`src/hw/rtl/pfe_ram.sv`:
```
`timescale 1ns / 1ps
// ----------------------------------------------------------------------------
// pfe_ram
// Generic simple dual-port RAM: one write port, one read port, registered read.
// ----------------------------------------------------------------------------
module pfe_ram #(
  parameter int WIDTH = 24,
  parameter int DEPTH = 128
) (
  input  logic                     clk,
  input  logic                     we,
  input  logic [$clog2(DEPTH)-1:0] waddr,
  input  logic [WIDTH-1:0]         wdata,
  input  logic [$clog2(DEPTH)-1:0] raddr,
  output logic [WIDTH-1:0]         rdata
);

  logic [WIDTH-1:0] mem [DEPTH];

  // write port and registered read port
  always_ff @(posedge clk) begin
    if (we) begin
      mem[waddr] <= wdata;
    end
    rdata <= mem[raddr];
  end

endmodule

```
`config.mk`:
```
export PLATFORM = sky130hd
export DESIGN_NAME = pfe_ram
export DESIGN_NICKNAME = d
export VERILOG_FILES = /design/src/hw/rtl/pfe_ram.sv
export SDC_FILE = /design/constraint.sdc
export NUM_CORES = 2
export LEC_CHECK = 0
export BUFFER_PORTS_ARGS = -buffer_cell sky130_fd_sc_hd__buf_2
export CAP_MARGIN = 20
export CELL_PAD_IN_SITES_DETAIL_PLACEMENT = 1
export CELL_PAD_IN_SITES_GLOBAL_PLACEMENT = 1
export CORE_MARGIN = 2
export CORE_UTILIZATION = 40
export DETAILED_ROUTE_END_ITERATION = 16
export PLACE_DENSITY_LB_ADDON = 0.12
export SYNTH_ARGS = -nofsm -noshare
export SYNTH_HDL_FRONTEND = slang
export SYNTH_SLANG_ARGS = --single-unit
export TNS_END_PERCENT = 50
```
`constraint.sdc`:
```
create_clock -name clk -period 2.95 [get_ports clk]
set_input_delay 0 -clock clk [delete_from_list [all_inputs] [get_ports clk]]
set_output_delay 0 -clock clk [all_outputs]
set_load 0.02 [all_outputs]
```
==> flow_summary_export.csv <==
group,metric,value,unit
floorplan,start_util,0.403,
cts,cts.htree.levels,5,
placement,place_area,0.127,sq mm
grt,grt_max_degree,129,
power_and_ir_drop,ir_drop,457,uV
setup_path,reg2reg_to,"rdata[20]$_DFF_P_",
placement,gp_congestion,0.762,
synthesis,seq_area_frac_synth,0.790,
power_and_ir_drop,powerDensity,684,mW/mm^2
timing,slew_headroom,0.286,
synthesis,synth_compound_area_frac,0,
setup_path,reg2reg_setup_slack,0.12,ns
setup_path,endpoint_kind,"register",
hold_path,hold-path-cell-count,5,
synthesis,synth_top_area_share,0.786,
synthesis,synthesis.area,0.117,sq mm
detailed_routing,antenna_left,0,
placement,place.detailed.hpwl,195000,um
setup_path,slowest_stage,"mux4_2",
synthesis,synth.distinct_cells,16,
synthesis,synth_top_family_by_area,"multiplexers",
setup_path,arrival,3.64,ns
grt,grt_pass1_wl,472000,um
cts,clock-root-buffer,"clkbuf_16",
detailed_routing,via_count,54000,
synthesis,yosysTopAreaCell,"edfxtp_1",
power_and_ir_drop,p_int,0.0741,W
cts,clock_latency,0.92,ns
grt,antenna_found_initial,52,
synthesis,ys_ff_latch,3096,
hold_path,hold_path.class,"input pin to register",
hold_path,hold_path.startpoint,"waddr[6]",
synthesis,ys_warn_count,0,
finish,fin_area,0.138,sq mm
cts,post_cts_buffers,0,
synthesis,synthTopCellsByArea,"edfxtp_1 (79%), mux4_2 (19%), clkbuf_1 (0.48%), dfxtp_1 (0.41%), nor2_1 (0.39%)",
setup_path,reg2regPathDepth,5,
finish,area_growth,17.9,%
floorplan,rows,198,
floorplan,fp.dieW,546,um
finish,final_nets,5156,
setup_path,critical_path.max_stage_delay,0.60,ns
finish,most-common-layout-cells,"edfxtp_1 (3072), mux4_2 (1008), clkbuf_16 (335)",
cts,clk_path_buf_depth,4,
cts,numCtsBuffers,332,
outcome,outcome,"completed",
power_and_ir_drop,pwr-share-seq,0.515,
timing,rsz0062_at_grt,"no",
setup_path,path_max_fanout,1,
timing,max_freq,354,MHz
floorplan,boundaryPins,64,
power_and_ir_drop,p_clk_frac,0.430,
timing,setup_violations,0,
timing,period_minus_slack,2.83,ns
placement,place.port_buffers,63,
timing,hold_ws,0.0635,ns
setup_path,worstSetupPathType,"register to register",
finish,final_layout_size_suffix_gt1_frac,0.382,
finish,layout.cells.most_common,"edfxtp_1",
grt,track_usage,0.228,
grt,grt_pass1_vias,56800,
finish,nFillCells,25300,
power_and_ir_drop,p_leak,42.6,nW
synthesis,postSynth.asyncResetShare,0,
synthesis,synth.area.mux_share,0.196,
cts,cts_tree,"done",
setup_path,critPathLaunchType,"register",
detailed_routing,viasPerCell,5.81,
setup_path,r2r_start,"mem[84][20]$_DFFE_PP_",
timing,skew,0.0408,ns
floorplan,core_area,0.291,sq mm
finish,post-route-util,0.475,
timing,hold_viol,0,
setup_path,crit_top_cell,"mux4_2",
detailed_routing,wire_per_inst,36.5,um
detailed_routing,wl,340000,um
synthesis,synth_nets,4578,
power_and_ir_drop,power.total,0.0947,W
timing,worst_pin_slew,1.07,ns
detailed_routing,dr.pass1.iters,5,
synthesis,synth-edff-count,3072,
power_and_ir_drop,switching_power,0.0206,W
synthesis,synth-xor-area-share,0,
synthesis,synth_flop_cell,"edfxtp_1",
detailed_routing,drc,0,
detailed_routing,drtIter0Drc,6236,
floorplan,dieArea,0.298,sq mm
power_and_ir_drop,pwr-share-comb,0.055,
cts,clkSlewWorstSetupHoldPaths,0.06,ns
hold_path,min_to,"mem[98][21]$_DFFE_PP_",
flow_run,maxCapViolCount,0,
cts,cts.sinks,3096,
timing,timing.final.crit_share,0.959,
floorplan,die_y,546,um
placement,dp_cells,8642,
synthesis,yosys.area_share.simple,0.00594,
finish,final_cell_count_no_fill,9294,
grt,grt.overflow.total,0,
synthesis,synthAdderAreaFrac,0,
power_and_ir_drop,swShare,0.218,
setup_path,path_cells,"mux4_2 -> mux4_2 -> mux4_2 -> dlygate4sd3_1 -> mux2_2",
timing,maxSlewViolCount,0,
setup_path,cp.required,3.77,ns
synthesis,syn_inst,4538,
synthesis,syn_area_per_cell,25.9,sq um
-- final cells by class --
class                      count  area (sq um)  share of cell area
tap                         3900          4880              0.0352
antenna                       16          40.0            0.000289
clock inverter               173          1710              0.0124
clock buffer                 423          8800              0.0636
timing repair buffer         484          5640              0.0407
sequential                  3096         92700               0.670
multi-input combinational   1202         24600               0.178
-- per-stage QoR --
step / setup WS (ns) / TNS, ns
2_1_floorplan: 0.274 / 0
3_3_place_gp: -0.175 / -1.44
3_5_place_dp: -0.177 / -1.47
4_1_cts: 0.114 / 0
5_1_grt: 0.0600 / 0
6_report: 0.122 / 0
-- cells in the mapped netlist, types with 2 or more instances --
cell / n
edfxtp_1: 3072
mux4_2: 1008
clkbuf_1: 151
nor2_1: 122
buf_2: 60
buf_1: 28
dfxtp_1: 24
mux2_2: 24
nand2_1: 14
nand3_1: 12
nor3_1: 9
nor2b_1: 7
nand4_1: 3
nand2b_1: 2
-- registers in the layout, summed over array words and instances, names as in the netlist --
register,count
mem,3072
rdata,24
-- power by group through the flow --
stage	sequential (W)	clock [W]	combinational, W
floorplan	0.0496	0	0.00235
global placement	0.0497	0	0.00519
global route	0.0487	0.0432	0.00549
finish	0.0488	0.0408	0.00523
detailed placement	0.0497	0	0.00526
CTS	0.0488	0.0416	0.00531
-- routing by layer --
metal	routed length (um)	share of wire	up-vias	track usage
met5	82	0.00024	-	0
met4	8050	0.024	12	0.0536
met3	22200	0.065	387	0.0351
met2	163000	0.48	1753	0.365
met1	146000	0.43	30600	0.332
li1	-	-	21200	-
-- cell families (layout without fill, tap and decap cells) --
logic type / after synthesis / after routing
flops: 3096 / 3096
simple gates: 170 / 170
buf+inv: 240 / 1080
mux: 1032 / 1032
other cells: 0 / 16
-- critical path, delay by kind of cell, from the launching register on --
kind / cells / cell delay, ns
flops: 1 / 0.36
buf+inv: 1 / 0.56
mux: 4 / 1.81
-- worst max-delay path by stage --
stage	start	to	slack (ns)	cells after the start
floorplan	we	mem[98][0]$_DFFE_PP_	0.27	3
global placement	raddr[0]	rdata[16]$_DFF_P_	-0.18	7
detailed placement	raddr[0]	rdata[14]$_DFF_P_	-0.18	8
CTS	mem[87][20]$_DFFE_PP_	rdata[20]$_DFF_P_	0.11	5
global route	mem[84][20]$_DFFE_PP_	rdata[20]$_DFF_P_	0.06	5
finish	mem[84][20]$_DFFE_PP_	rdata[20]$_DFF_P_	0.12	5
-- what timing repair did --
item | in CTS | in global routing
hold buffers | 38 | 0
setup endpoints to repair | 0 | 0
gates resized for setup | 0 | 0
hold endpoints to repair | 3295 | 0
No activity file was read; power rests on OpenSTA's default activity.
