<file path="config.mk">
export PLATFORM = sky130hd
export DESIGN_NAME = pfe_step
export DESIGN_NICKNAME = d
export VERILOG_FILES = /design/src/hw/rtl/pfe_pkg.sv /design/src/hw/rtl/pfe_step.sv
export SDC_FILE = /design/constraint.sdc
export NUM_CORES = 1
export LEC_CHECK = 0
export BUFFER_PORTS_ARGS = -buffer_cell sky130_fd_sc_hd__buf_2
export CAP_MARGIN = 0
export CORE_UTILIZATION = 30
export DETAILED_ROUTE_END_ITERATION = 6
export MAX_ROUTING_LAYER = met4
export SYNTH_ARGS = -nofsm -noshare
export SYNTH_HDL_FRONTEND = slang
export SYNTH_SLANG_ARGS = --single-unit
</file>
<file path="constraint.sdc">
create_clock -name vclk -period 4.4
set_clock_uncertainty 0.1 [all_clocks]
set_input_delay 0.44 -clock vclk [all_inputs]
set_output_delay 0.44 -clock vclk [all_outputs]
set_load 0.01 [all_outputs]
</file>
<file path="src/hw/rtl/pfe_pkg.sv">
`timescale 1ns / 1ps
// ----------------------------------------------------------------------------
// pfe_pkg
// Shared types, sizes and codes of the palette fade engine.
// ----------------------------------------------------------------------------
package pfe_pkg;

  // Palette geometry
  localparam int ENTRIES   = 64;
  localparam int ENT_W     = $clog2(ENTRIES);
  localparam int DEPTH     = 2 * ENTRIES;      // main bank then second bank
  localparam int ADDR_W    = ENT_W + 1;
  localparam int CH_W      = 8;

  // Fade timing and channel levels
  localparam int LAST_FRAME = 21;
  localparam int FRAME_W    = $clog2(LAST_FRAME + 1);
  localparam int STEP_SIZE  = 32;
  localparam logic [CH_W-1:0]  STEP        = CH_W'(STEP_SIZE);
  localparam logic [CH_W-1:0]  WHITE_LEVEL = CH_W'(224);
  localparam logic [ENT_W-1:0] FULL_LAST   = ENT_W'(ENTRIES - 1);

  // Item kinds
  localparam logic [1:0] KIND_WRITE = 2'd0;
  localparam logic [1:0] KIND_READ  = 2'd1;
  localparam logic [1:0] KIND_START = 2'd2;
  localparam logic [1:0] KIND_TICK  = 2'd3;

  // Fade kinds
  localparam logic [2:0] FADE_IDLE = 3'd0;
  localparam logic [2:0] FADE_IN   = 3'd1;
  localparam logic [2:0] FADE_OUT  = 3'd2;
  localparam logic [2:0] FLASH_IN  = 3'd3;
  localparam logic [2:0] FLASH_OUT = 3'd4;

  // Configuration register indexes
  localparam logic [1:0] CFG_FIRST_ENTRY = 2'd0;
  localparam logic [1:0] CFG_ENTRY_SPAN  = 2'd1;
  localparam logic [1:0] CFG_SINGLE_BANK = 2'd2;

  // One palette color
  typedef struct packed {
    logic [CH_W-1:0] r;
    logic [CH_W-1:0] g;
    logic [CH_W-1:0] b;
  } rgb_t;

endpackage

</file>
<file path="src/hw/rtl/pfe_step.sv">
`timescale 1ns / 1ps
// ----------------------------------------------------------------------------
// pfe_step
// Per-entry fade step: moves one channel of a color by one step.
// ----------------------------------------------------------------------------
module pfe_step (
  input  logic [2:0]    mode,
  input  pfe_pkg::rgb_t cur,
  input  pfe_pkg::rgb_t tgt,
  output pfe_pkg::rgb_t nxt
);

  always_comb begin
    nxt = cur;
    case (mode)
      // raise blue, green, red toward target
      pfe_pkg::FADE_IN: begin
        if (cur != tgt) begin
          if (tgt.b > cur.b) begin
            nxt.b = pfe_pkg::CH_W'(cur.b + pfe_pkg::STEP);
          end else if (tgt.g > cur.g) begin
            nxt.g = pfe_pkg::CH_W'(cur.g + pfe_pkg::STEP);
          end else if (tgt.r > cur.r) begin
            nxt.r = pfe_pkg::CH_W'(cur.r + pfe_pkg::STEP);
          end
        end
      end
      // lower red, green, blue toward zero
      pfe_pkg::FADE_OUT: begin
        if (cur.r != '0) begin
          nxt.r = pfe_pkg::CH_W'(cur.r - pfe_pkg::STEP);
        end else if (cur.g != '0) begin
          nxt.g = pfe_pkg::CH_W'(cur.g - pfe_pkg::STEP);
        end else if (cur.b != '0) begin
          nxt.b = pfe_pkg::CH_W'(cur.b - pfe_pkg::STEP);
        end
      end
      // lower blue, green, red toward target
      pfe_pkg::FLASH_IN: begin
        if (cur != tgt) begin
          if (tgt.b < cur.b) begin
            nxt.b = pfe_pkg::CH_W'(cur.b - pfe_pkg::STEP);
          end else if (tgt.g < cur.g) begin
            nxt.g = pfe_pkg::CH_W'(cur.g - pfe_pkg::STEP);
          end else if (tgt.r < cur.r) begin
            nxt.r = pfe_pkg::CH_W'(cur.r - pfe_pkg::STEP);
          end
        end
      end
      // raise red, green, blue toward white
      pfe_pkg::FLASH_OUT: begin
        if (cur.r != pfe_pkg::WHITE_LEVEL) begin
          nxt.r = pfe_pkg::CH_W'(cur.r + pfe_pkg::STEP);
        end else if (cur.g != pfe_pkg::WHITE_LEVEL) begin
          nxt.g = pfe_pkg::CH_W'(cur.g + pfe_pkg::STEP);
        end else if (cur.b != pfe_pkg::WHITE_LEVEL) begin
          nxt.b = pfe_pkg::CH_W'(cur.b + pfe_pkg::STEP);
        end
      end
      default: begin
      end
    endcase
  end

endmodule

</file>
==> out/metrics.yaml, run 1 <==
port_buffers: 75
grt_use_total: 0.161
firstDrtPassIters: 4
synth_cell_types: 56
holdPathEnd: "nxt[1]"
hold_class: "input pin to output pin"
antenna_found_initial: 0
diodes: 0
initial_utilization: 0.321
drv_cap: 0
grt_pass1_vias: 1804
crit_path_frequent_cell: "buf_2"
drive_gt1_frac: 0.292
synth_top_cell_by_area: "ha_1"
whs_path_depth: 2
critPathCaptureType: "output pin"
pre_cts_ws_ns: 1.16
grt_start_max_net_pins: 11
cts_setup_buffers: 0
postSynthCellCount: 245
worstPathBufferInverterCount: 3
synth_common_cells: "ha_1, inv_1, a21oi_1"
synth_top_area_share: 0.224
vias_per_cell: 5.32
setup_viol: 0
setup_slack_ns: 1.14
power_density_nw_per_um2: 99.7
hold_buffers: 0
syn_nets: 326
power.leakage_nw: 0.966
die-area_sq_um: 5900
via_count: 1974
num-clock-buffers: 0
wl_per_cell_um: 12.6
maxSlewViolCount: 0
gp_congestion: 0.903
path_class: "input pin to output pin"
worstPathMaxFanout: 9
die_w_um: 76.8
path_cells: "buf_2 > inv_1 > ha_1 > a21oi_1 > o21ai_0 > o21bai_1 > nand4_1 > mux2i_1 > o32a_1 > buf_2"
finalCritPeriodShare: 0.742
critPathLaunchType: "input pin"
worst_pin_slew_ns: 0.739
routed_wl_um: 4690
ys.warnings.count: 0
netlist_area_sq_um: 1680
nFlopsAndLatches: 0
power_mw: 0.201
fin_crit_ns: 3.26
fin_util: 0.384
grt_overflow: 0
fmax_mhz: 306
regArea_sq_um: 0
relSlewSlack: 0.505
worst_ep_required_time_ns: 3.86
route.detailed.drc: 0
synth.area.top_cells: "ha_1, buf_4, inv_1"
hpwl_um: 4090
slowest_delay_ns: 0.60
grt_pass1_wl_um: 7960
initialDrtViolationCount: 129
core_sq_um: 5240
rows: 26
ioPinCount: 75
avgSynthCellArea_sq_um: 6.85
area_growth_pct: 19.7
ys_seq_area_frac: 0
final-hold-violation-count: 0
status: "complete, no violations"
hold_start: "cur[1]"
grt_setup_unrepaired: "false"
die_h_um: 76.8
post-synth-top-count-cell: "ha_1"
ant_nets: 0
worst_ir_drop_vdd_mv: 0.0369
num-nets-final: 384
slowest_stage: "o21bai_1"
cts-resized-gates: 0
fin_tns_setup_ns: 0
arrival_ns: 2.72
cp_top_family: "compound AO/OA/AOI/OAI gates"
## report_power, final
group / internal, mW / switching [mW] / total, mW
Sequential: 0 / 0 / 0
Clock: 0 / 0 / 0
Combinational: 0.0857 / 0.115 / 0.201
Total: 0.0857 / 0.115 / 0.201
## placed cells by master (no fill, tap or decap), drive strengths merged, types with 3 or more instances in the layout
cell type | synthesis | final
nand2b | 3 | 3
nor2 | 13 | 13
and2 | 3 | 3
mux2i | 3 | 3
buf | 17 | 76
nand3 | 10 | 10
nor2b | 5 | 5
nor3 | 8 | 8
a21oi | 20 | 20
o211ai | 4 | 4
nand2 | 14 | 14
nand4 | 10 | 10
or4 | 3 | 3
or2 | 3 | 3
o311ai | 4 | 4
o21a | 5 | 5
a41oi | 3 | 3
o21ai | 17 | 17
ha | 30 | 30
nor3b | 6 | 6
inv | 28 | 28
## layer usage
metal / share of wire / track usage
met1: 0.48 / 0.212
met2: 0.46 / 0.279
met3: 0.054 / 0.0119
met4: 0.0062 / 0.0115
met5: 0 / -
## cell families after synthesis
| family | share of synthesized area |
|---|---|
| adder cells (fa/ha/maj) | 0.224 |
| buffers and inverters | 0.148 |
| AND/OR/NAND/NOR | 0.289 |
| multiplexers | 0.0179 |
| XOR/XNOR | 0.0157 |
| AO/OA/AOI/OAI | 0.306 |
## final cells by class
cell class / count / area, sq um
fillers: 586 / 3230
multi-input cells: 196 / 1430
well taps: 70 / 87.6
inverters: 29 / 109
repair buffers: 76 / 383
## through the flow
stage / cell area (sq um) / hold slack, ns / instances
after floorplan: 1680 / 0.854 / 245
after global placement: 2010 / 0.991 / 371
final: 2010 / 0.988 / 371
after CTS: 2010 / 0.992 / 371
after global routing: 2010 / 0.999 / 371
after detailed placement: 2010 / 0.993 / 371
## worst max path at each step
stage,to,slack [ns],cells after the start,from
after floorplan,nxt[22],1.60,10,cur[21]
after global placement,nxt[23],1.17,10,cur[5]
after detailed placement,nxt[23],1.16,10,cur[5]
after CTS,nxt[23],1.15,10,cur[7]
after global routing,nxt[23],0.90,10,cur[7]
final,nxt[23],1.14,10,cur[7]
Power figures use the tool's default switching activity.
==> run 2: changes to the inputs <==
- clock period: 4.4 -> 3.4 ns (I/O delays scaled with it)
==> run 2 against run 1 <==
Global-route usage increased by 0.59 points. Worst hold slack got worse by 0.20 ns. Total power increased by 33%. Die area unchanged. Highest routed layer unchanged.
==> out/metrics.yaml, run 2 (same netlist as run 1, synthesis figures left out) <==
topRoutingLayerUsed: "met4"
die_w_um: 76.8
dr_wl_met2_um: 2320
dp.cells: 375
cts-resized-gates: 0
arrival_ns: 2.63
nFlopsAndLatches: 0
fin_crit_ns: 3.07
worstPathMaxFanout: 8
crit_path_frequent_cell: "buf_2"
antenna_found_initial: 0
via_count: 2014
worst_pin_slew_ns: 0.542
final_cells: 375
die-area_sq_um: 5900
met3_length_um: 356
relSlewSlack: 0.635
drive_gt1_frac: 0.302
worstPathBufferInverterCount: 3
finalCritPeriodShare: 0.902
slowest_stage: "or3_1"
critPathLaunchType: "input pin"
port_buffers: 75
worst_ep_required_time_ns: 2.96
ant_nets: 0
slowest_delay_ns: 0.43
critPathCaptureType: "output pin"
wl_per_cell_um: 13.1
fillCellCount: 591
grt_pass1_wl_um: 8180
power.leakage_nw: 0.986
worst_ir_drop_vdd_mv: 0.0633
firstDrtPassIters: 4
final-hold-violation-count: 0
fin_tns_setup_ns: 0
path_cells: "buf_2 > inv_1 > ha_1 > a21oi_1 > o21ai_0 > o21ai_1 > or3_1 > o211ai_1 > a2bb2oi_1 > buf_2"
num-clock-buffers: 0
setup_viol: 0
cp_top_family: "compound AO/OA/AOI/OAI gates"
rows: 26
gp_congestion: 0.937
power_density_nw_per_um2: 130
power_mw: 0.266
regArea_sq_um: 0
grt_start_max_net_pins: 11
hold_buffers: 0
grt_pass1_vias: 1851
initialDrtViolationCount: 145
routed_wl_um: 4910
vias_per_cell: 5.37
pre_cts_ws_ns: 0.302
maxSlewViolCount: 0
grt_setup_unrepaired: "false"
initial_utilization: 0.321
status: "complete, no violations"
core_sq_um: 5240
grt_overflow: 0
path_class: "input pin to output pin"
wl_met1_um: 2210
route.detailed.drc: 0
ioPinCount: 75
setup_slack_ns: 0.333
hpwl_um: 4330
final_cell_mix: "buf_2, ha_1, inv_1"
hold_class: "input pin to output pin"
drv_cap: 0
die_h_um: 76.8
fmax_mhz: 326
num-nets-final: 388
diodes: 0
layout_commonest_cell: "buf_2"
area_growth_pct: 21.5
grt_use_total: 0.167
multi_input_area_sq_um: 1430
cts_setup_buffers: 0
## run 2: report_power, final
part           switching [mW]  total [mW]  internal, mW
Combinational           0.151       0.266         0.115
Clock                       0           0             0
Sequential                  0           0             0
## run 2: final cells by class
cell class | instances | share of cell area
inverter | 29 | 0.0533
timing repair buffer | 80 | 0.202
tap | 70 | 0.0429
multi-input combinational | 196 | 0.701
## run 2: per-layer routing
| layer | up-vias | GRT usage |
|---|---|---|
| li1 | 1031 | - |
| met1 | 912 | 0.220 |
| met2 | 67 | 0.281 |
| met3 | 4 | 0.0179 |
| met4 | 0 | 0.0192 |
| met5 | - | - |
## run 2: metrics by stage
| step | util | hold WS [ns] | area [sq um] |
|---|---|---|---|
| floorplan | - | 0.654 | 1680 |
| global placement | 0.390 | 0.790 | 2040 |
| detailed placement | 0.390 | 0.794 | 2040 |
| CTS | 0.390 | 0.793 | 2040 |
| global route | 0.390 | 0.803 | 2040 |
| finish | 0.390 | 0.790 | 2040 |
## run 2: final timing paths
path              startpoint      end  slack, ns  cells after the start
setup / recovery      cur[5]  nxt[22]       0.33                     10
hold / removal        cur[9]   nxt[9]       0.79                      2
==> run 3: changes to the inputs <==
- CORE_ASPECT_RATIO: unset -> 0.9
- CORE_MARGIN: unset -> 2
==> run 3 against run 2 <==
Worst hold slack barely moved. Maximum frequency fell by 1.9%. Core utilization fell by 0.94 points. Via count fell by 0.45%. Sequential share of layout area did not move. Largest cell class unchanged.
==> out/metrics.yaml, run 3 (same netlist as run 1, synthesis figures left out) <==
grt_pass1_vias: 1773
die_w_um: 82.9
final_cells: 370
fin_tns_setup_ns: 0
dr_wl_met2_um: 2190
initialDrtViolationCount: 141
postLayoutCellArea_sq_um: 2020
path_cells: "buf_2 > inv_1 > ha_1 > nand2_1 > o21ai_0 > o21ai_1 > nor3_1 > mux2i_1 > o32a_1 > buf_2"
status: "complete, no violations"
final_cell_mix: "buf_2, ha_1, inv_1"
fmax_mhz: 320
core_sq_um: 5320
hold_buffers: 0
num-clock-buffers: 0
worst_ep_required_time_ns: 2.96
critPathCaptureType: "output pin"
grt_overflow: 0
power_mw: 0.263
final-hold-violation-count: 0
area_growth_pct: 20.4
regArea_sq_um: 0
layout_commonest_cell: "buf_2"
fin_crit_ns: 3.13
cts_setup_buffers: 0
die_h_um: 75.0
finalCritPeriodShare: 0.919
power.leakage_nw: 0.976
crit_start: "cur[7]"
topRoutingLayerUsed: "met3"
route.detailed.drc: 0
ant_nets: 0
met3_length_um: 373
relSlewSlack: 0.539
dp.cells: 370
hold_start: "cur[3]"
path_class: "input pin to output pin"
hpwl_um: 4240
drv_cap: 0
worst_pin_slew_ns: 0.689
placed_cell_area_sq_um: 2020
antenna_found_initial: 0
grt_pass1_wl_um: 7980
grt_setup_unrepaired: "false"
maxSlewViolCount: 0
worstPathMaxFanout: 8
ioPinCount: 75
cp_top_family: "compound AO/OA/AOI/OAI gates"
power_density_nw_per_um2: 130
wl_per_cell_um: 13.1
firstDrtPassIters: 4
setup_viol: 0
whs_ns: 0.790
rows: 25
routed_wl_um: 4830
slowest_delay_ns: 0.46
diodes: 0
die-area_sq_um: 6210
hold_class: "input pin to output pin"
num-nets-final: 386
arrival_ns: 2.69
whs_path_depth: 2
critPathLaunchType: "input pin"
nFlopsAndLatches: 0
via_count: 2005
worstPathBufferInverterCount: 3
holdPathEnd: "nxt[3]"
initial_utilization: 0.316
slowest_stage: "nor3_1"
grt_start_max_net_pins: 11
drive_gt1_frac: 0.297
vias_per_cell: 5.42
crit_path_frequent_cell: "buf_2"
cts-resized-gates: 0
grt_use_total: 0.154
port_buffers: 75
worst_ir_drop_vdd_mv: 0.0459
wl_met1_um: 2270
gp_congestion: 0.880
-- run 3: worst max path at each step --
| stage | endpoint | slack [ns] | cells past startpoint |
|---|---|---|---|
| global route | nxt[22] | 0.08 | 10 |
| finish | nxt[23] | 0.27 | 10 |
| floorplan | nxt[22] | 0.80 | 10 |
| detailed placement | nxt[23] | 0.39 | 10 |
| CTS | nxt[23] | 0.36 | 10 |
| global placement | nxt[23] | 0.37 | 10 |
-- run 3: stage by stage --
stage,setup WS (ns),utilization
after global placement,0.368,0.380
after global routing,0.0779,0.380
final,0.274,0.380
after floorplan,0.804,-
after CTS,0.360,0.380
after detailed placement,0.391,0.380
-- run 3: where the power goes --
group          internal [mW]  switching [mW]  leakage (nW)
Combinational          0.113           0.150         0.976
Clock                      0               0             0
Sequential                 0               0             0
Total                  0.113           0.150         0.976
-- run 3: cell type report --
cell class | count | area [sq um]
inverters | 29 | 109
fillers | 599 | 3300
repair buffers | 78 | 398
multi-input cells | 196 | 1430
well taps | 67 | 83.8
-- run 3: routing by layer --
layer | track usage | vias up
li1 | - | 1024
met1 | 0.220 | 905
met2 | 0.262 | 76
met3 | 0.00548 | 0
met4 | 0 | 0
met5 | - | -
